**src/rtl/arp_pkg.sv**
```systemverilog
// Shared types, constants and codes for the ARP cache resolver.
package arp_pkg;

   // Defaults for the top-level parameters
   localparam int ENTRIES_DEF     = 16;
   localparam int HANDLE_BITS_DEF = 8;

   // Field widths
   localparam int MAC_W = 48;
   localparam int IP_W  = 32;
   localparam int HND_W = 8;
   localparam int ET_W  = 16;
   localparam int CSR_W = 48;

   // Frame checks and opcodes
   localparam logic [15:0] HW_ETHERNET      = 16'h0001;
   localparam logic [15:0] PROTO_IPV4       = 16'h0800;
   localparam logic [15:0] FRAME_OP_REQUEST = 16'h0001;
   localparam logic [1:0]  SENT_OP_NONE     = 2'd0;
   localparam logic [1:0]  SENT_OP_REQUEST  = 2'd1;
   localparam logic [1:0]  SENT_OP_REPLY    = 2'd2;
   localparam logic [MAC_W-1:0] MAC_BROADCAST = {MAC_W{1'b1}};

   typedef enum logic [1:0] {
      CMD_FRAME   = 2'd0,
      CMD_RESOLVE = 2'd1,
      CMD_LOOKUP  = 2'd2
   } command_type;

   typedef enum logic {
      CSR_OWN_IP  = 1'b0,
      CSR_OWN_MAC = 1'b1
   } csr_index_type;

   typedef enum logic [2:0] {
      KIND_LOOKUP   = 3'd0,
      KIND_SEND_ARP = 3'd1,
      KIND_DISCARD  = 3'd2,
      KIND_FORWARD  = 3'd3,
      KIND_FULL     = 3'd4
   } kind_type;

   typedef enum logic [2:0] {
      ST_IDLE,
      ST_SCAN,
      ST_APPLY,
      ST_OUT_A,
      ST_OUT_B
   } state_type;

   typedef struct packed {
      logic [1:0]       command;
      logic [15:0]      hw_type;
      logic [15:0]      proto_type;
      logic [15:0]      frame_opcode;
      logic             frame_complete;
      logic [MAC_W-1:0] sender_mac;
      logic [IP_W-1:0]  sender_ip;
      logic [IP_W-1:0]  target_ip;
      logic [HND_W-1:0] packet_handle;
      logic [ET_W-1:0]  packet_ethertype;
   } req_type;

   typedef struct packed {
      logic [2:0]       result_kind;
      logic [1:0]       sent_opcode;
      logic [MAC_W-1:0] dest_mac;
      logic [MAC_W-1:0] frame_target_mac;
      logic [IP_W-1:0]  addr_ip;
      logic             found;
      logic [HND_W-1:0] handle_out;
      logic [ET_W-1:0]  ethertype_out;
      logic             last;
   } rsp_type;

   // Controller to datapath
   typedef struct packed {
      logic load;
      logic scan;
      logic apply;
      logic sel_b;
   } ctrl_cmd_type;

   // Datapath to controller
   typedef struct packed {
      logic       scan_done;
      logic [1:0] res_cnt;
   } dp_stat_type;

endpackage

```
**src/rtl/arp_dpath.sv**
```systemverilog
// Datapath: config registers, cache memories, scan pipeline and result builder.
module arp_dpath #(
   parameter int ENTRIES     = arp_pkg::ENTRIES_DEF,
   parameter int HANDLE_BITS = arp_pkg::HANDLE_BITS_DEF
) (
   input  logic                       clock,
   input  logic                       reset,
   input  arp_pkg::req_type           req_data,
   input  arp_pkg::ctrl_cmd_type      ctrl_cmd,
   output arp_pkg::dp_stat_type       dp_stat,
   output arp_pkg::rsp_type           rsp_data,
   input  logic                       csr_wr_en,
   input  logic                       csr_index,
   input  logic [arp_pkg::CSR_W-1:0]  csr_wr_data
);

   localparam int IW = (ENTRIES > 1) ? $clog2(ENTRIES) : 1;
   localparam int CW = $clog2(ENTRIES + 1);
   localparam logic [IW-1:0] LAST_IDX = IW'(ENTRIES - 1);
   localparam logic [CW-1:0] CNT_END  = CW'(ENTRIES);

   // Configuration registers
   logic [arp_pkg::IP_W-1:0]  own_ip_ff;
   logic [arp_pkg::MAC_W-1:0] own_mac_ff;

   // Captured request
   arp_pkg::req_type req_ff;

   // Cache storage
   logic [arp_pkg::IP_W-1:0]  ip_mem  [ENTRIES];
   logic [arp_pkg::MAC_W-1:0] mac_mem [ENTRIES];
   logic [HANDLE_BITS-1:0]    hnd_mem [ENTRIES];
   logic [arp_pkg::ET_W-1:0]  et_mem  [ENTRIES];
   logic [ENTRIES-1:0]        valid_ff;
   logic [ENTRIES-1:0]        parked_ff;

   // Scan pipeline
   logic [CW-1:0]             rd_cnt_ff, rd_cnt_in;
   logic                      rd_issue;
   logic [IW-1:0]             rd_addr;
   logic                      cmp_vld_ff;
   logic [IW-1:0]             cmp_idx_ff;
   logic [arp_pkg::IP_W-1:0]  ip_rd_ff;
   logic [arp_pkg::MAC_W-1:0] mac_rd_ff;
   logic [HANDLE_BITS-1:0]    hnd_rd_ff;
   logic [arp_pkg::ET_W-1:0]  et_rd_ff;
   logic [arp_pkg::IP_W-1:0]  key;
   logic                      ent_hit, ent_free;
   logic                      scan_done;

   // Scan results
   logic                      hit_ff, free_ff;
   logic [IW-1:0]             hit_idx_ff, free_idx_ff;
   logic [arp_pkg::MAC_W-1:0] hit_mac_ff;
   logic [HANDLE_BITS-1:0]    hit_hnd_ff;
   logic [arp_pkg::ET_W-1:0]  hit_et_ff;

   // Apply step
   logic                      frame_ok, tip_own, hit_parked;
   logic [IW-1:0]             wr_idx;
   logic                      wr_ip_en, wr_mac_en, wr_park_en;
   logic [arp_pkg::IP_W-1:0]  wr_ip;
   logic [arp_pkg::MAC_W-1:0] wr_mac;
   logic                      set_valid, set_park, clr_park;
   logic [HANDLE_BITS-1:0]    hnd_req;
   logic                      v0, v1;
   logic [1:0]                res_cnt;
   arp_pkg::rsp_type          c0, c1, first, second;
   arp_pkg::rsp_type          res_a_ff, res_b_ff;

   // Configuration writes
   always_ff @(posedge clock) begin
      if (reset) begin
         own_ip_ff  <= '0;
         own_mac_ff <= '0;
      end else if (csr_wr_en) begin
         case (arp_pkg::csr_index_type'(csr_index))
            arp_pkg::CSR_OWN_IP:  own_ip_ff  <= csr_wr_data[arp_pkg::IP_W-1:0];
            arp_pkg::CSR_OWN_MAC: own_mac_ff <= csr_wr_data[arp_pkg::MAC_W-1:0];
            default: ;
         endcase
      end
   end

   // Request capture
   always_ff @(posedge clock) begin
      if (ctrl_cmd.load) begin
         req_ff <= req_data;
      end
   end

   // Scan address counter
   always_comb begin
      rd_issue  = ctrl_cmd.scan && (rd_cnt_ff != CNT_END);
      rd_addr   = rd_cnt_ff[IW-1:0];
      rd_cnt_in = rd_cnt_ff;
      if (ctrl_cmd.load) begin
         rd_cnt_in = '0;
      end else if (rd_issue) begin
         rd_cnt_in = rd_cnt_ff + CW'(1);
      end
   end

   always_ff @(posedge clock) begin
      if (reset) begin
         rd_cnt_ff  <= '0;
         cmp_vld_ff <= 1'b0;
      end else begin
         rd_cnt_ff  <= rd_cnt_in;
         cmp_vld_ff <= rd_issue;
      end
   end

   always_ff @(posedge clock) begin
      cmp_idx_ff <= rd_addr;
   end

   // Registered memory reads at the scan address
   always_ff @(posedge clock) begin
      ip_rd_ff  <= ip_mem[rd_addr];
      mac_rd_ff <= mac_mem[rd_addr];
      hnd_rd_ff <= hnd_mem[rd_addr];
      et_rd_ff  <= et_mem[rd_addr];
   end

   // Compare stage: first matching entry and first free entry
   always_comb begin
      key = (req_ff.command == arp_pkg::CMD_FRAME) ? req_ff.sender_ip : req_ff.target_ip;
      ent_hit   = cmp_vld_ff && valid_ff[cmp_idx_ff] && (ip_rd_ff == key) && (key != '0);
      ent_free  = cmp_vld_ff && !valid_ff[cmp_idx_ff];
      scan_done = cmp_vld_ff && (cmp_idx_ff == LAST_IDX);
   end

   always_ff @(posedge clock) begin
      if (reset || ctrl_cmd.load) begin
         hit_ff  <= 1'b0;
         free_ff <= 1'b0;
      end else begin
         if (ent_hit) hit_ff <= 1'b1;
         if (ent_free) free_ff <= 1'b1;
      end
   end

   always_ff @(posedge clock) begin
      if (ent_hit && !hit_ff) begin
         hit_idx_ff <= cmp_idx_ff;
         hit_mac_ff <= mac_rd_ff;
         hit_hnd_ff <= hnd_rd_ff;
         hit_et_ff  <= et_rd_ff;
      end
      if (ent_free && !free_ff) begin
         free_idx_ff <= cmp_idx_ff;
      end
   end

   // Apply: decide writes and up to two results
   always_comb begin
      frame_ok   = (req_ff.hw_type == arp_pkg::HW_ETHERNET) &&
                   (req_ff.proto_type == arp_pkg::PROTO_IPV4) && req_ff.frame_complete;
      tip_own    = (req_ff.target_ip == own_ip_ff);
      hit_parked = parked_ff[hit_idx_ff];
      hnd_req    = HANDLE_BITS'(req_ff.packet_handle);
      wr_idx     = hit_ff ? hit_idx_ff : free_idx_ff;
      wr_ip_en   = 1'b0;
      wr_mac_en  = 1'b0;
      wr_park_en = 1'b0;
      wr_ip      = req_ff.target_ip;
      wr_mac     = '0;
      set_valid  = 1'b0;
      set_park   = 1'b0;
      clr_park   = 1'b0;
      v0         = 1'b0;
      v1         = 1'b0;
      c0         = '0;
      c1         = '0;
      case (req_ff.command)
         arp_pkg::CMD_FRAME: begin
            if (frame_ok) begin
               // refresh a known sender and release its parked packet
               if (hit_ff) begin
                  wr_mac_en = 1'b1;
                  wr_mac    = req_ff.sender_mac;
                  if (hit_parked) begin
                     v0               = 1'b1;
                     c0.result_kind   = arp_pkg::KIND_FORWARD;
                     c0.dest_mac      = req_ff.sender_mac;
                     c0.addr_ip       = req_ff.sender_ip;
                     c0.handle_out    = arp_pkg::HND_W'(hit_hnd_ff);
                     c0.ethertype_out = hit_et_ff;
                     clr_park         = 1'b1;
                  end
               end
               if (tip_own) begin
                  // learn the sender when the frame is for us
                  if (!hit_ff && (req_ff.sender_ip != '0) && free_ff) begin
                     wr_ip_en  = 1'b1;
                     wr_mac_en = 1'b1;
                     wr_ip     = req_ff.sender_ip;
                     wr_mac    = req_ff.sender_mac;
                     set_valid = 1'b1;
                     clr_park  = 1'b1;
                  end
                  if (req_ff.frame_opcode == arp_pkg::FRAME_OP_REQUEST) begin
                     v1                  = 1'b1;
                     c1.result_kind      = arp_pkg::KIND_SEND_ARP;
                     c1.sent_opcode      = arp_pkg::SENT_OP_REPLY;
                     c1.dest_mac         = req_ff.sender_mac;
                     c1.frame_target_mac = req_ff.sender_mac;
                     c1.addr_ip          = req_ff.sender_ip;
                  end
               end
            end
         end
         arp_pkg::CMD_RESOLVE: begin
            if (req_ff.target_ip == '0) begin
               v0             = 1'b1;
               c0.result_kind = arp_pkg::KIND_DISCARD;
               c0.handle_out  = arp_pkg::HND_W'(hnd_req);
            end else if (!hit_ff && !free_ff) begin
               v0             = 1'b1;
               c0.result_kind = arp_pkg::KIND_FULL;
               c0.handle_out  = arp_pkg::HND_W'(hnd_req);
            end else begin
               // an older parked packet is dropped in favor of the new one
               if (hit_ff && hit_parked) begin
                  v0             = 1'b1;
                  c0.result_kind = arp_pkg::KIND_DISCARD;
                  c0.handle_out  = arp_pkg::HND_W'(hit_hnd_ff);
               end
               if (!hit_ff) begin
                  wr_ip_en  = 1'b1;
                  wr_mac_en = 1'b1;
                  set_valid = 1'b1;
               end
               set_park       = 1'b1;
               wr_park_en     = 1'b1;
               v1             = 1'b1;
               c1.result_kind = arp_pkg::KIND_SEND_ARP;
               c1.sent_opcode = arp_pkg::SENT_OP_REQUEST;
               c1.dest_mac    = arp_pkg::MAC_BROADCAST;
               c1.addr_ip     = req_ff.target_ip;
            end
         end
         arp_pkg::CMD_LOOKUP: begin
            v0             = 1'b1;
            c0.result_kind = arp_pkg::KIND_LOOKUP;
            c0.dest_mac    = hit_ff ? hit_mac_ff : '0;
            c0.found       = hit_ff;
         end
         default: ;
      endcase
      first       = v0 ? c0 : c1;
      first.last  = !(v0 && v1);
      second      = c1;
      second.last = 1'b1;
      res_cnt     = {1'b0, v0} + {1'b0, v1};
   end

   // Entry flags
   always_ff @(posedge clock) begin
      if (reset) begin
         valid_ff  <= '0;
         parked_ff <= '0;
      end else if (ctrl_cmd.apply) begin
         if (set_valid) valid_ff[wr_idx] <= 1'b1;
         if (clr_park) parked_ff[wr_idx] <= 1'b0;
         if (set_park) parked_ff[wr_idx] <= 1'b1;
      end
   end

   // Memory writes
   always_ff @(posedge clock) begin
      if (ctrl_cmd.apply) begin
         if (wr_ip_en) ip_mem[wr_idx] <= wr_ip;
         if (wr_mac_en) mac_mem[wr_idx] <= wr_mac;
         if (wr_park_en) begin
            hnd_mem[wr_idx] <= hnd_req;
            et_mem[wr_idx]  <= req_ff.packet_ethertype;
         end
      end
   end

   // Result registers
   always_ff @(posedge clock) begin
      if (ctrl_cmd.apply) begin
         res_a_ff <= first;
         res_b_ff <= second;
      end
   end

   // Status back to the controller
   assign dp_stat = '{scan_done: scan_done, res_cnt: res_cnt};

   assign rsp_data = ctrl_cmd.sel_b ? res_b_ff : res_a_ff;

endmodule

```
**config.mk**
```make
export PLATFORM = sky130hd
export DESIGN_NAME = arp_dpath
export DESIGN_NICKNAME = d
export VERILOG_FILES = /design/src/rtl/arp_pkg.sv /design/src/rtl/arp_dpath.sv
export SDC_FILE = /design/constraint.sdc
export NUM_CORES = 2
export LEC_CHECK = 0
export ABC_CLOCK_PERIOD_IN_PS = 16500
export BUFFER_PORTS_ARGS = -buffer_cell sky130_fd_sc_hd__buf_2
export CAP_MARGIN = 20
export CORE_UTILIZATION = 55
export CTS_CLUSTER_SIZE = 20
export DETAILED_ROUTE_END_ITERATION = 7
export PLACE_DENSITY = 0.72
export SLEW_MARGIN = 20
export SYNTH_ARGS = -nofsm -noshare
export SYNTH_HDL_FRONTEND = slang
export SYNTH_SLANG_ARGS = --single-unit
```
**constraint.sdc**
```tcl
create_clock -name clock -period 16.5 [get_ports clock]
set_input_delay 1.65 -clock clock [delete_from_list [all_inputs] [get_ports clock]]
set_output_delay 1.65 -clock clock [all_outputs]
set_load 0.05 [all_outputs]
```
==> impl_metrics.ini <==
[pwr]
pwr_density_cell_nw_per_um2 = 120
p_leak_nw = 36.0
peakVddDrop_mv = 0.141

[route]
vias = 44800
ant_nets = 0
finalWirelength_um = 213000
drtIter0Drc = 5531
drt_first_pass_iters = 5
vias_per_cell = 6.19
drc_errors = 0
wl_per_cell_um = 29.4

[clock_network]
cts_buffers = 230
h-tree-depth = 4
ctsHoldBuffers = 0
ctsResizeCount = 0
clockBufferDepth = 3
post_cts_buffers = 0
insertion_delay_ns = 0.87
root_buffer = clkbuf_16
cts_tree = built
clock_sinks = 2401
clk_pin_slew_worst_paths_ns = 0.06

[final_layout]
fillerInstances = 11100
regArea_um2 = 70300
antennaDiodeCount = 0
syn_to_final_growth_pct = 13.5
multi_input_area_um2 = 19800
mostFrequentLayoutCells = 2221 x edfxtp_1, 526 x mux4_2, 385 x buf_2, 232 x clkbuf_16, 176 x dfxtp_1
final_common_cell = edfxtp_1
drive_gt1_frac = 0.320
nNetsFinal = 5087
final_area_um2 = 104000

[logic_synthesis]
ys.flop_type = edfxtp_1
ys_types = 69
ys_ff_latch = 2401
synth_area_um2 = 91200
syn_avg_cell_area_um2 = 20.9
synth_edf_count = 2221
syn_nets = 4611
syn_inst = 4365
seq_area_frac_synth = 0.771
synth_warnings = 0
async_flop_share = 0

[global_routing]
grt_overflow = 0
grt_max_degree = 133
grt_pass1_wl_um = 308000
grt_usage = 0.255
antenna_found_initial = 6
first_global_vias = 45000

[placement]
port_buffers = 388
gp_congestion = 0.892
place_area_um2 = 95900
dp_hpwl_um = 112000

[floorplanning]
die_h_um = 409
ios = 405
dieArea_um2 = 167000
core-area_um2 = 165000
die_w_um = 409
fp-row-count = 149
start_util = 0.553

[critical_path]
critPathArrivalTime_ns = 4.40
end_kind = output port
required_ns = 14.85
crit_type = in2out
rr_endpoint = mac_mem[5][1]$_DFFE_PP_
timing.reg2reg.setup_slack_ns = 11.29
reg2reg_depth = 9
worstPathMaxFanout = 66
r2r-start = req_ff[49]$_DFFE_PP_
start_kind = primary input

[timing]
min_period_over_period = 0.367
worstMarginPinSlew_ns = 1.11
slew_headroom = 0.263
setup_tns_ns = 0
max_freq_mhz = 165
hold_viol_final = 0
hold_ws_ns = 0.401
setup_viol = 0
finalCriticalPeriod_ns = 6.05
rsz0062_at_grt = false
slew_viol_final = 0
skew_ns = 0.0438

[worst_hold_path]
whs_endpoint = hit_mac_ff[16]$_DFFE_PP_
hold_path_class = reg2reg
holdPathStages = 0
hold_start = mac_rd_ff[16]$_DFF_P_

[run]
cap_violations = 0

[run_status]
status = finished clean
worst max-delay path, cell delays in order:
cell and delay [ns]:
buf_6 0.49, buf_4 0.70, buf_4 0.76, mux2_2 0.43, buf_2 0.22
where the power goes:
group / total [mW] / leakage [nW] / internal (mW) / switching (mW)
Combinational: 0.414 / 8.11 / 0.147 / 0.267
Sequential: 6.80 / 24.2 / 6.70 / 0.0969
Clock: 5.21 / 3.71 / 2.96 / 2.25
Total: 12.4 / 36.0 / 9.81 / 2.62
sequential cells by signal (all words and copies together) (netlist names), 48 cells and up:
name and count:
mac_mem 768, ip_mem 512, et_mem 256, req_ff 179, res_a_ff 159, res_b_ff 131, hnd_mem 128, hit_mac_ff 48
mac_rd_ff 48
kinds of logic (layout without fill, tap and decap cells):
kind of cell | after synthesis | in the layout | synth area share
buf+inv | 334 | 1015 | 0.0159
fa+ha+maj | 3 | 3 | 0.000412
compound gates | 306 | 306 | 0.0239
simple gates | 565 | 565 | 0.0323
mux | 703 | 703 | 0.151
xor+xnor | 53 | 53 | 0.00509
flops | 2401 | 2401 | 0.771
worst max-delay path by stage:
stage,startpoint,endpoint,cells after the start
floorplan,req_ff[186]$_DFFE_PP_,hit_et_ff[0]$_DFFE_PP_,9
detailed placement,ctrl_cmd[0],rsp_data[135],5
finish,ctrl_cmd[0],rsp_data[135],5
global placement,ctrl_cmd[0],rsp_data[135],5
global route,ctrl_cmd[0],rsp_data[135],5
CTS,ctrl_cmd[0],rsp_data[135],5
final cells by class:
type                    instances  share of cell area
clock buffers                 320              0.0624
clock inverters               117              0.0107
inverters                      89             0.00325
multi-input cells            1630               0.191
flip-flops and latches       2401               0.679
well taps                    2189              0.0265
repair buffers                489              0.0269
Yosys cell counts, types with 15 or more instances:
master / n / area (um^2)
edfxtp_1: 2221 / 66700
mux4_2: 526 / 11800
dfxtp_1: 180 / 3600
mux2_2: 157 / 1770
clkbuf_1: 156 / 586
and2_1: 145 / 907
nor2_1: 143 / 537
nand2_1: 115 / 432
inv_1: 88 / 330
a22o_1: 66 / 578
buf_2: 55 / 275
a22oi_1: 51 / 383
o21ai_1: 45 / 225
a21oi_1: 38 / 190
xnor2_1: 38 / 333
nor2b_1: 32 / 200
o21ai_0: 28 / 140
nor4_1: 26 / 163
nand2b_1: 24 / 150
nand4_1: 21 / 131
mux2i_1: 20 / 200
and3_1: 17 / 106
o31ai_1: 16 / 120
xor2_1: 15 / 131
routing by layer:
layer  GRT usage  vias up  part of all wire
li1            -    18700                 -
met1       0.367    23500              0.40
met2       0.405     2227              0.49
met3      0.0474      329             0.093
met4      0.0713        2             0.023
met5           0        -          0.000061
metrics by stage:
| step | std cells | util | worst slack [ns] | total power, mW |
|---|---|---|---|---|
| floorplan | 4365 | - | 10.82 | 7.15 |
| global placement | 6797 | 0.582 | 10.42 | 7.33 |
| detailed placement | 6797 | 0.582 | 10.43 | 7.34 |
| CTS | 7234 | 0.628 | 10.44 | 12.5 |
| global route | 7235 | 0.628 | 10.30 | 12.8 |
| finish | 7235 | 0.628 | 10.45 | 12.4 |
(Power assumes the default switching activity.)
