--- config.mk ---
export PLATFORM = sky130hd
export DESIGN_NAME = arp_ctrl
export DESIGN_NICKNAME = d
export VERILOG_FILES = /design/src/rtl/arp_pkg.sv /design/src/rtl/arp_ctrl.sv
export SDC_FILE = /design/constraint.sdc
export NUM_CORES = 1
export LEC_CHECK = 0
export BUFFER_PORTS_ARGS = -buffer_cell sky130_fd_sc_hd__buf_2
export CAP_MARGIN = 20
export CORE_AREA = 2 2 39 41
export CTS_CLUSTER_DIAMETER = 80
export CTS_CLUSTER_SIZE = 24
export DETAILED_ROUTE_END_ITERATION = 10
export DIE_AREA = 0 0 41 43
export HOLD_SLACK_MARGIN = 0.05
export MAX_ROUTING_LAYER = met4
export SYNTH_ARGS = -nofsm -noshare
export SYNTH_HDL_FRONTEND = slang
export SYNTH_SLANG_ARGS = --single-unit
--- constraint.sdc ---
create_clock -name clock -period 1.7 [get_ports clock]
set_input_delay 0.255 -clock clock [delete_from_list [all_inputs] [get_ports clock]]
set_output_delay 0.255 -clock clock [all_outputs]
set_load 0.005 [all_outputs]
--- src/rtl/arp_pkg.sv ---
// Shared types, constants and codes for the ARP cache resolver.
package arp_pkg;

   // Defaults for the top-level parameters
   localparam int ENTRIES_DEF     = 16;
   localparam int HANDLE_BITS_DEF = 8;

   // Field widths
   localparam int MAC_W = 48;
   localparam int IP_W  = 32;
   localparam int HND_W = 8;
   localparam int ET_W  = 16;
   localparam int CSR_W = 48;

   // Frame checks and opcodes
   localparam logic [15:0] HW_ETHERNET      = 16'h0001;
   localparam logic [15:0] PROTO_IPV4       = 16'h0800;
   localparam logic [15:0] FRAME_OP_REQUEST = 16'h0001;
   localparam logic [1:0]  SENT_OP_NONE     = 2'd0;
   localparam logic [1:0]  SENT_OP_REQUEST  = 2'd1;
   localparam logic [1:0]  SENT_OP_REPLY    = 2'd2;
   localparam logic [MAC_W-1:0] MAC_BROADCAST = {MAC_W{1'b1}};

   typedef enum logic [1:0] {
      CMD_FRAME   = 2'd0,
      CMD_RESOLVE = 2'd1,
      CMD_LOOKUP  = 2'd2
   } command_type;

   typedef enum logic {
      CSR_OWN_IP  = 1'b0,
      CSR_OWN_MAC = 1'b1
   } csr_index_type;

   typedef enum logic [2:0] {
      KIND_LOOKUP   = 3'd0,
      KIND_SEND_ARP = 3'd1,
      KIND_DISCARD  = 3'd2,
      KIND_FORWARD  = 3'd3,
      KIND_FULL     = 3'd4
   } kind_type;

   typedef enum logic [2:0] {
      ST_IDLE,
      ST_SCAN,
      ST_APPLY,
      ST_OUT_A,
      ST_OUT_B
   } state_type;

   typedef struct packed {
      logic [1:0]       command;
      logic [15:0]      hw_type;
      logic [15:0]      proto_type;
      logic [15:0]      frame_opcode;
      logic             frame_complete;
      logic [MAC_W-1:0] sender_mac;
      logic [IP_W-1:0]  sender_ip;
      logic [IP_W-1:0]  target_ip;
      logic [HND_W-1:0] packet_handle;
      logic [ET_W-1:0]  packet_ethertype;
   } req_type;

   typedef struct packed {
      logic [2:0]       result_kind;
      logic [1:0]       sent_opcode;
      logic [MAC_W-1:0] dest_mac;
      logic [MAC_W-1:0] frame_target_mac;
      logic [IP_W-1:0]  addr_ip;
      logic             found;
      logic [HND_W-1:0] handle_out;
      logic [ET_W-1:0]  ethertype_out;
      logic             last;
   } rsp_type;

   // Controller to datapath
   typedef struct packed {
      logic load;
      logic scan;
      logic apply;
      logic sel_b;
   } ctrl_cmd_type;

   // Datapath to controller
   typedef struct packed {
      logic       scan_done;
      logic [1:0] res_cnt;
   } dp_stat_type;

endpackage

--- src/rtl/arp_ctrl.sv ---
// Controller: sequences capture, scan, apply and result delivery.
module arp_ctrl (
   input  logic                  clock,
   input  logic                  reset,
   input  logic                  req_valid,
   output logic                  req_ready,
   output logic                  rsp_valid,
   input  logic                  rsp_ready,
   input  arp_pkg::dp_stat_type  dp_stat,
   output arp_pkg::ctrl_cmd_type ctrl_cmd,
   output arp_pkg::state_type    state
);

   arp_pkg::state_type state_ff, state_in;
   logic               two_ff, two_in;

   // State register
   always_ff @(posedge clock) begin
      if (reset) begin
         state_ff <= arp_pkg::ST_IDLE;
         two_ff   <= 1'b0;
      end else begin
         state_ff <= state_in;
         two_ff   <= two_in;
      end
   end

   // Next state and commands
   always_comb begin
      state_in  = state_ff;
      two_in    = two_ff;
      ctrl_cmd  = '0;
      req_ready = 1'b0;
      rsp_valid = 1'b0;
      case (state_ff)
         arp_pkg::ST_IDLE: begin
            req_ready = 1'b1;
            if (req_valid) begin
               ctrl_cmd.load = 1'b1;
               state_in      = arp_pkg::ST_SCAN;
            end
         end
         arp_pkg::ST_SCAN: begin
            ctrl_cmd.scan = 1'b1;
            if (dp_stat.scan_done) state_in = arp_pkg::ST_APPLY;
         end
         arp_pkg::ST_APPLY: begin
            ctrl_cmd.apply = 1'b1;
            two_in         = (dp_stat.res_cnt == 2'd2);
            state_in       = (dp_stat.res_cnt == 2'd0) ? arp_pkg::ST_IDLE : arp_pkg::ST_OUT_A;
         end
         arp_pkg::ST_OUT_A: begin
            rsp_valid = 1'b1;
            if (rsp_ready) state_in = two_ff ? arp_pkg::ST_OUT_B : arp_pkg::ST_IDLE;
         end
         arp_pkg::ST_OUT_B: begin
            rsp_valid      = 1'b1;
            ctrl_cmd.sel_b = 1'b1;
            if (rsp_ready) state_in = arp_pkg::ST_IDLE;
         end
         default: state_in = arp_pkg::ST_IDLE;
      endcase
   end

   assign state = state_ff;

endmodule

==> impl_metrics.csv, run 1 <==
group,metric,value,unit
floorplan,std_cell_rows,14,
worst_setup_path,reg2regPathDepth,5,
drt,vias_per_cell,4.67,
pwr,p_switching,0.216,mW
worst_setup_path,start_kind,"flop",
pwr,netSwitchingFraction,37.1,%
grt,antenna_found_initial,0,
drt,via_count,327,
synthesis,syn_inst,35,
sta,setup_tns,0,ns
layout,layout.nets,63,
placement,port_buffers,15,
worst_setup_path,cp_cell_sequence,"nor3b_1, buf_2",
grt,track_usage,11.1,%
worst_setup_path,worstSetupStartpoint,"state[1]",
pwr,leakage,0.199,nW
synthesis,synth_nets,42,
synthesis,netlist_area,302,um^2
layout,drive_above_1_share,44.4,%
synthesis,ys_top_cells_by_area,"dfxtp_1 (27%), o31ai_4 (7.1%), nand2b_1 (6.2%)",
job,cap_violations,0,
synthesis,yosysUniqueCellTypes,23,
clock_tree,htreeDepth,1,
clock_tree,hold_buffers,0,
layout,register_area,80.1,um^2
floorplan,die-area,0.00176,mm^2
worst_setup_path,worstPathMaxFanout,10,
drt,postRouteAntennaNets,0,
sta,worst_slew_pin_slew,0.460,ns
drt,first_iter_violations,5,
drt,firstDrtPassIters,4,
clock_tree,worstSkewPairLatency,0.24,ns
worst_setup_path,r2r-end,"state[1]",
clock_tree,post_cts_buffers,0,
floorplan,chipHeight,43,um
synthesis,ys_seq_area_share,26.6,%
floorplan,start_util,21.8,%
drt,drc,0,
pwr,p_int,0.365,mW
floorplan,num_io_pins,16,
worst_setup_path,end_kind,"primary output",
grt,grt_first_pass_wirelength,1.24,mm
clock_tree,max-clock-path-buffers,2,
sta,finClkSkew,0.00145,ns
layout,instances_no_fill,70,
pwr,ir_drop,469,uV
sta,slew_headroom,69.3,%
layout,antenna_cells,0,
sta,setup_viol,0,
drt,wl_per_cell,11.0,um
synthesis,yosysTopAreaCellShare,26.6,%
hold_path,hp-class,"in2reg",
synthesis,yosysWarnings,0,
synthesis,post-synth-top-area-cell,"dfxtp_1",
layout,fillers,167,
placement,dpl_cell_area,400,um^2
grt,grt_pass1_vias,293,
worst_setup_path,timing.rr.start,"state[0]",
worst_setup_path,crit_end,"ctrl_cmd[1]",
layout,final_common_cell,"buf_2",
grt,grt_max_degree,11,
clock_tree,cts.sinks,4,
pwr,total_power,0.581,mW
pwr,power_frac_comb,52.3,%
layout,area_delta_synth_final,40.2,%
worst_setup_path,rrSetupSlack,0.29,ns
pwr,seqPwrFrac,26.1,%
clock_tree,path_clk_slew,0.04,ns
sta,drv_slew,0,
worst_setup_path,cpMaxStageDelayCell,"dfxtp_1",
clock_tree,cts_buffers,3,
worst_setup_path,crit_required,1.44,ns
synthesis,syn_area_per_cell,8.62,um^2
placement,dp_cells,67,
worst_setup_path,critPathKind,"reg2out",
placement,place_hpwl,566,um
layout,mostFrequentLayoutCells,"buf_2 (15), dfxtp_1 (4)",
clock_tree,cts_root_buf,"clkbuf_4",
worst_setup_path,arrival,1.27,ns
sta,post-route-period-util,89.5,%
clock_tree,cts-resized-gates,0,
synthesis,ys_seq_elements,4,
clock_tree,tritoncts,"done",
layout,multi_input_area,199,um^2
pwr,p_clk_share,21.7,%
sta,clock.fmax,657,MHz
layout,utilization,30.6,%
placement,gp_congestion,0.807,
drt,routed_wl,768,um
floorplan,core,0.00138,mm^2
sta,min_period,1.52,ns
layout,design_area,423,um^2
floorplan,fp.dieW,41,um
grt,grt_overflow_total,0,
pwr,powerDensity,1370,mW/mm^2
sta,grt_setup_unrepaired,"false",
worst_setup_path,slowest_delay,0.51,ns
sta,hold_violations,0,
status,run_status,"complete, no violations",
## layer usage
layer | vias up | track usage [%] | wire length (um)
met5 | - | - | 0
met4 | 0 | 8.00 | 0
met3 | 0 | 4.71 | 57
met2 | 11 | 13.8 | 351
met1 | 146 | 13.8 | 359
li1 | 170 | - | -
## synthesized netlist by cell type, drive strengths merged
cell / number
nor2: 3
and3: 1
nor3b: 1
dfxtp: 4
nand2b: 3
a21oi: 2
nand3b: 1
a211o: 2
o31ai: 1
or3: 1
or4b: 1
nor3: 2
o41ai: 1
o21bai: 1
a2111oi: 1
o21ai: 2
and2b: 1
buf: 2
nand2: 2
inv: 1
nor2b: 1
and2: 1
## logic make-up after synthesis
logic type | Yosys count | synth area share [%]
buffers and inverters | 3 | 7.47
AOI/OAI and AO/OA | 10 | 29.9
DFF | 4 | 26.6
and+or+nand+nor | 18 | 36.1
## flip-flops by register name, summed over array words and instances (netlist names)
signal	flops
state	3
two_ff	1
## worst min-delay path by stage
stage / from / end / slack, ns / cells after the start
after floorplan: reset / state[2] / 0.32 / 1
after global placement: two_ff / two_ff / 0.47 / 2
after detailed placement: two_ff / two_ff / 0.47 / 2
after CTS: reset / two_ff / 0.24 / 2
after global routing: reset / two_ff / 0.25 / 2
final: reset / two_ff / 0.25 / 2
## per-stage QoR
step,hold slack (ns),worst slack (ns)
after floorplan,0.324,0.346
after global placement,0.466,0.317
after detailed placement,0.469,0.300
after CTS,0.241,0.173
after global routing,0.250,0.0638
final,0.249,0.178
## layout make-up
class	count	share of cell area, %
multi-input combinational	28	47.0
timing repair buffer	18	23.1
sequential	4	18.9
clock buffer	3	5.33
tap	16	4.73
inverter	1	0.888
## worst max-delay path: cells and delay by family, from the launching register on
family	cells	cell delay [ns]
buffers and inverters	1	0.18
AND/OR/NAND/NOR	1	0.34
flip-flops	1	0.51
## power groups by stage
stage               sequential (mW)  clock (mW)  combinational, mW
floorplan                     0.150           0              0.195
global placement              0.152           0              0.302
detailed placement            0.152           0              0.302
CTS                           0.152       0.129              0.306
global route                  0.158       0.139              0.338
finish                        0.151       0.126              0.304
Note: power is estimated with default switching activity, not from simulation.
==> inputs of run 2 (changes only) <==
--- a/config.mk
+++ b/config.mk
@@ -5,6 +5,7 @@
 export SDC_FILE = /design/constraint.sdc
 export NUM_CORES = 1
 export LEC_CHECK = 0
+export ABC_AREA = 1
 export BUFFER_PORTS_ARGS = -buffer_cell sky130_fd_sc_hd__buf_2
 export CAP_MARGIN = 20
 export CORE_AREA = 2 2 39 41
==> impl_metrics.csv, run 2 <==
group,metric,value,unit
status,run_status,"complete, no violations",
sta,setup_tns,0,ns
sta,clock.fmax,728,MHz
synthesis,yosysWarnings,0,
pwr,leakage,0.244,nW
drt,via_count,333,
clock_tree,cts.sinks,4,
synthesis,muxShareOfSynthArea,0,%
synthesis,synth_compound_area_share,8.11,%
placement,gp_congestion,0.768,
layout,final_common_cell,"buf_2",
worst_setup_path,worstPathMaxFanout,5,
synthesis,synth_nets,56,
pwr,p_int,0.223,mW
grt,antenna_found_initial,0,
synthesis,ys_seq_elements,4,
pwr,ir_drop,377,uV
sta,min_period,1.37,ns
floorplan,num_io_pins,16,
synthesis,async_flop_share,0,%
synthesis,synth_top_family_by_area,"simple AND/OR/NAND/NOR gates",
drt,drc,0,
drt,wl_per_cell,7.72,um
placement,port_buffers,15,
floorplan,fp.dieW,41,um
synthesis,netlist_area,278,um^2
clock_tree,cts_root_buf,"clkbuf_4",
synthesis,yosysTopAreaCellShare,28.8,%
pwr,power_frac_comb,29.5,%
placement,place_hpwl,538,um
synthesis,ys_seq_area_share,28.8,%
sta,hold_violations,0,
clock_tree,post_cts_buffers,0,
layout,mostFrequentLayoutCells,"buf_2 (15), inv_1 (9), nand2_1 (9)",
sta,finClkSkew,0.00528,ns
synthesis,yosysUniqueCellTypes,12,
drt,first_iter_violations,9,
synthesis,syn_area_per_cell,5.67,um^2
clock_tree,worstSkewPairLatency,0.24,ns
synthesis,synthXorXnorAreaFrac,0,%
worst_setup_path,r2r-end,"state[0]",
worst_setup_path,crit_end,"ctrl_cmd[3]",
worst_setup_path,worstSetupStartpoint,"state[2]",
pwr,seqPwrFrac,34.8,%
drt,firstDrtPassIters,4,
drt,vias_per_cell,4.01,
grt,grt_overflow_total,0,
worst_setup_path,crit_required,1.44,ns
synthesis,post-synth-top-area-cell,"dfxtp_1",
layout,largest_register_ff_count,3,
worst_setup_path,start_kind,"flop",
clock_tree,cts-resized-gates,0,
synthesis,synth_edf_count,0,
grt,grt_pass1_vias,301,
floorplan,std_cell_rows,14,
drt,postRouteAntennaNets,0,
clock_tree,cts_buffers,3,
clock_tree,hold_buffers,0,
clock_tree,path_clk_slew,0.04,ns
hold_path,hp-class,"in2reg",
clock_tree,tritoncts,"done",
clock_tree,max-clock-path-buffers,2,
grt,track_usage,10.5,%
layout,area_delta_synth_final,42.3,%
pwr,powerDensity,828,mW/mm^2
synthesis,syn_inst,49,
job,cap_violations,0,
sta,hold_ws,0.230,ns
synthesis,synth_common_cells,"inv_1 (9), nand2_1 (9), nand3_1 (7)",
clock_tree,htreeDepth,1,
floorplan,die-area,0.00176,mm^2
synthesis,ys.flop_type,"dfxtp_1",
layout,antenna_cells,0,
pwr,p_clk_share,35.7,%
grt,grt_max_degree,8,
synthesis,yosys.area_share.simple,42.8,%
synthesis,ys_top_cells_by_area,"dfxtp_1 (29%), nand3_1 (13%), inv_1 (12%)",
worst_setup_path,reg2regPathDepth,7,
layout,layout.nets,76,
synthesis,synth_fa_ha_area_share,0,%
layout,fillers,154,
sta,grt_setup_unrepaired,"false",
sta,slew_headroom,84.4,%
worst_setup_path,arrival,1.12,ns
pwr,total_power,0.327,mW
sta,drv_slew,0,
worst_setup_path,end_kind,"primary output",
floorplan,core,0.00138,mm^2
sta,setup_viol,0,
worst_setup_path,timing.rr.start,"state[0]",
grt,grt_first_pass_wirelength,1.15,mm
floorplan,chipHeight,43,um
sta,worst_slew_pin_slew,0.234,ns
worst_setup_path,rrSetupSlack,0.65,ns
worst_setup_path,critPathKind,"reg2out",
layout,utilization,28.6,%
layout,drive_above_1_share,40.3,%
pwr,netSwitchingFraction,31.8,%
pwr,p_switching,0.104,mW
sta,post-route-period-util,80.8,%
drt,routed_wl,641,um
floorplan,start_util,20.1,%
==> run 2: kinds of logic after synthesis <==
family	Yosys count
flops	4
simple gates	26
buf+inv	15
compound gates	4
==> run 2: cell type report <==
| type | instances | area, um^2 | share of cell area [%] |
|---|---|---|---|
| Multi-Input combinational cell | 30 | 141 | 35.8 |
| Inverter | 15 | 56.3 | 14.2 |
| Clock buffer | 3 | 22.5 | 5.70 |
| Timing Repair Buffer | 15 | 75.1 | 19.0 |
| Tap cell | 16 | 20.0 | 5.06 |
| Sequential cell | 4 | 80.1 | 20.3 |
==> run 2: how the worst min path moves through the flow <==
stage	start	to	slack, ns	cells after the start
6_report	reset	state[2]	0.23	2
5_1_grt	reset	state[1]	0.23	2
3_3_place_gp	two_ff	two_ff	0.46	2
4_1_cts	reset	state[2]	0.22	2
2_1_floorplan	reset	state[1]	0.32	1
3_5_place_dp	two_ff	two_ff	0.45	2
==> run 2: worst max-delay path: stages (launching register included) <==
cell,delay [ns]
dfxtp_1,0.35
nor2_1,0.21
nand2_1,0.12
nor2_1,0.09
buf_2,0.11
==> run 2: routing by layer <==
| layer | global-route usage (%) | vias up | part of all wire (%) |
|---|---|---|---|
| li1 | - | 183 | - |
| met1 | 13.1 | 135 | 50 |
| met2 | 11.6 | 15 | 41 |
| met3 | 7.85 | 0 | 9.5 |
| met4 | 6.00 | 0 | 0 |
| met5 | - | - | 0 |
==> run 2: power groups by stage <==
stage | Clock [mW] | Sequential (mW) | Combinational [mW]
after floorplan | 0 | 0.114 | 0.0597
after global placement | 0 | 0.115 | 0.0973
after detailed placement | 0 | 0.115 | 0.0970
after CTS | 0.121 | 0.114 | 0.0975
after global routing | 0.138 | 0.115 | 0.113
final | 0.117 | 0.114 | 0.0965
==> run 2: stage by stage <==
step / std cells / worst slack [ns] / instance area, um^2
6_report: 83 / 0.326 / 395
5_1_grt: 83 / 0.242 / 395
4_1_cts: 83 / 0.321 / 395
3_5_place_dp: 80 / 0.574 / 373
3_3_place_gp: 80 / 0.604 / 373
2_1_floorplan: 49 / 0.723 / 278
==> inputs of run 3 (changes only) <==
--- a/config.mk
+++ b/config.mk
@@ -5,7 +5,7 @@
 export SDC_FILE = /design/constraint.sdc
 export NUM_CORES = 1
 export LEC_CHECK = 0
-export ABC_AREA = 1
+export ABC_AREA = 0
 export BUFFER_PORTS_ARGS = -buffer_cell sky130_fd_sc_hd__buf_2
 export CAP_MARGIN = 20
 export CORE_AREA = 2 2 39 41
==> constraint.sdc (replaced) <==
create_clock -name clock -period 1.1 [get_ports clock]
set_input_delay 0.165 -clock clock [delete_from_list [all_inputs] [get_ports clock]]
set_output_delay 0.165 -clock clock [all_outputs]
set_load 0.005 [all_outputs]
==> impl_metrics.csv, run 3 (synthesis gave the netlist of run 1 again) <==
group,metric,value,unit
sta,clock.fmax,764,MHz
sta,min_period,1.31,ns
clock_tree,cts_root_buf,"clkbuf_4",
sta,finClkSkew,0.00494,ns
worst_setup_path,start_kind,"flop",
hold_path,holdCritStartpoint,"reset",
drt,firstDrtPassIters,4,
worst_setup_path,cp_cell_sequence,"buf_8, nor3_4, o21bai_1, buf_2",
floorplan,fp.dieW,41,um
worst_setup_path,cp_num_buf_inv,2,
hold_path,hp-class,"in2reg",
layout,design_area,669,um^2
grt,grt_max_degree,6,
status,violations,"negative setup slack",
grt,grt_overflow_total,0,
sta,hold_violations,0,
layout,drive_above_1_share,72.5,%
clock_tree,cts.sinks,4,
sta,setup_viol,10,
worst_setup_path,reg2regPathDepth,4,
clock_tree,htreeDepth,1,
drt,routed_wl,954,um
drt,postRouteAntennaNets,0,
floorplan,die-area,0.00176,mm^2
clock_tree,worstSkewPairLatency,0.24,ns
worst_setup_path,rrSetupSlack,-0.18,ns
clock_tree,path_clk_slew,0.04,ns
floorplan,chipHeight,43,um
clock_tree,cts_buffers,3,
layout,area_delta_synth_final,122,%
floorplan,std_cell_rows,14,
layout,final_common_cell,"buf_2",
sta,slew_headroom,83.7,%
grt,grt_pass1_vias,373,
pwr,leakage,0.314,nW
worst_setup_path,crit_family,"flip-flops",
layout,largest_register_ff_count,3,
worst_setup_path,worstPathMaxFanout,4,
hold_path,hold_depth,2,
layout,antenna_cells,0,
worst_setup_path,cpMaxStageDelayCell,"dfxtp_4",
grt,antenna_found_initial,0,
placement,dpl_cell_area,479,um^2
sta,drv_slew,0,
pwr,ir_drop,898,uV
sta,post-route-period-util,119,%
pwr,total_power,1.33,mW
grt,grt_first_pass_wirelength,1.52,mm
clock_tree,hold_buffers,0,
placement,gp_congestion,0.782,
layout,layout.nets,78,
job,cap_violations,0,
grt,track_usage,13.2,%
worst_setup_path,slowest_delay,0.35,ns
layout,mostFrequentLayoutCells,"buf_2 (13), buf_6 (12), buf_4 (7)",
sta,worst_slew_pin_slew,0.241,ns
worst_setup_path,arrival,1.14,ns
hold_path,whs_endpoint,"two_ff",
pwr,powerDensity,1990,mW/mm^2
worst_setup_path,r2r-end,"state[1]",
drt,first_iter_violations,10,
worst_setup_path,end_kind,"primary output",
worst_setup_path,critPathKind,"reg2out",
floorplan,start_util,21.8,%
sta,grt_setup_unrepaired,"true",
placement,port_buffers,15,
drt,drc,0,
clock_tree,tritoncts,"done",
drt,via_count,402,
drt,wl_per_cell,11.2,um
status,run_status,"finished, violations left",
floorplan,core,0.00138,mm^2
worst_setup_path,crit_required,0.94,ns
sta,worst_slack,-0.209,ns
placement,place_hpwl,666,um
worst_setup_path,timing.rr.start,"state[1]",
clock_tree,max-clock-path-buffers,2,
floorplan,num_io_pins,16,
drt,vias_per_cell,4.73,
[run 3: layout make-up]
class / count / area (um^2)
multi-input cells: 28 / 269
inverters: 1 / 3.75
repair buffers: 33 / 268
fillers: 130 / 714
clock buffers: 3 / 22.5
flip-flops and latches: 4 / 86.3
well taps: 16 / 20.0
[run 3: metrics by stage]
stage               util [%]  TNS [ns]  setup WS, ns  hold WS, ns  std cells
finish                  48.4     -1.39        -0.209        0.163         85
global route            48.4     -2.02        -0.286        0.176         85
CTS                     45.4     -1.42        -0.210        0.146         84
detailed placement      34.6    -0.610        -0.258        0.402         77
global placement        34.6    -0.472        -0.225        0.384         77
floorplan                  -    -0.452        -0.220        0.227         35
[run 3: timing repair]
action / in CTS / in global routing
cloned: 1 / 0
gates resized for setup: 20 / 8
hold endpoints to repair: 0 / 0
setup buffers: 3 / 1
pin swaps: 7 / 4
setup endpoints to repair: 10 / 11
[run 3: worst register-to-register path, stage by stage, from the launching register on]
cell	delay (ns)
dfxtp_2	0.32
or4b_4	0.55
o31ai_4	0.10
a211o_1	0.13
and3_1	0.13
[run 3: how the worst max path moves through the flow]
stage / slack [ns] / start / end / cells after the start
global placement: -0.23 / state[0] / state[1] / 5
CTS: -0.21 / state[0] / rsp_valid / 5
finish: -0.21 / state[0] / rsp_valid / 4
floorplan: -0.22 / state[0] / state[1] / 5
detailed placement: -0.26 / state[0] / state[1] / 5
global route: -0.29 / state[0] / rsp_valid / 4
[run 3: where the power goes]
part / switching, mW / internal [mW]
logic: 0.362 / 0.544
clock network: 0.0625 / 0.122
registers: 0.0445 / 0.197
total: 0.469 / 0.863
[run 3: metal layers]
metal / share of wire (%) / up-vias / wire length, um / GRT usage, %
li1: - / 198 / - / -
met1: 40 / 181 / 381 / 14.7
met2: 52 / 21 / 492 / 20.0
met3: 6.4 / 2 / 61 / 1.57
met4: 1.9 / 0 / 18 / 10.0
met5: 0 / - / 0 / -
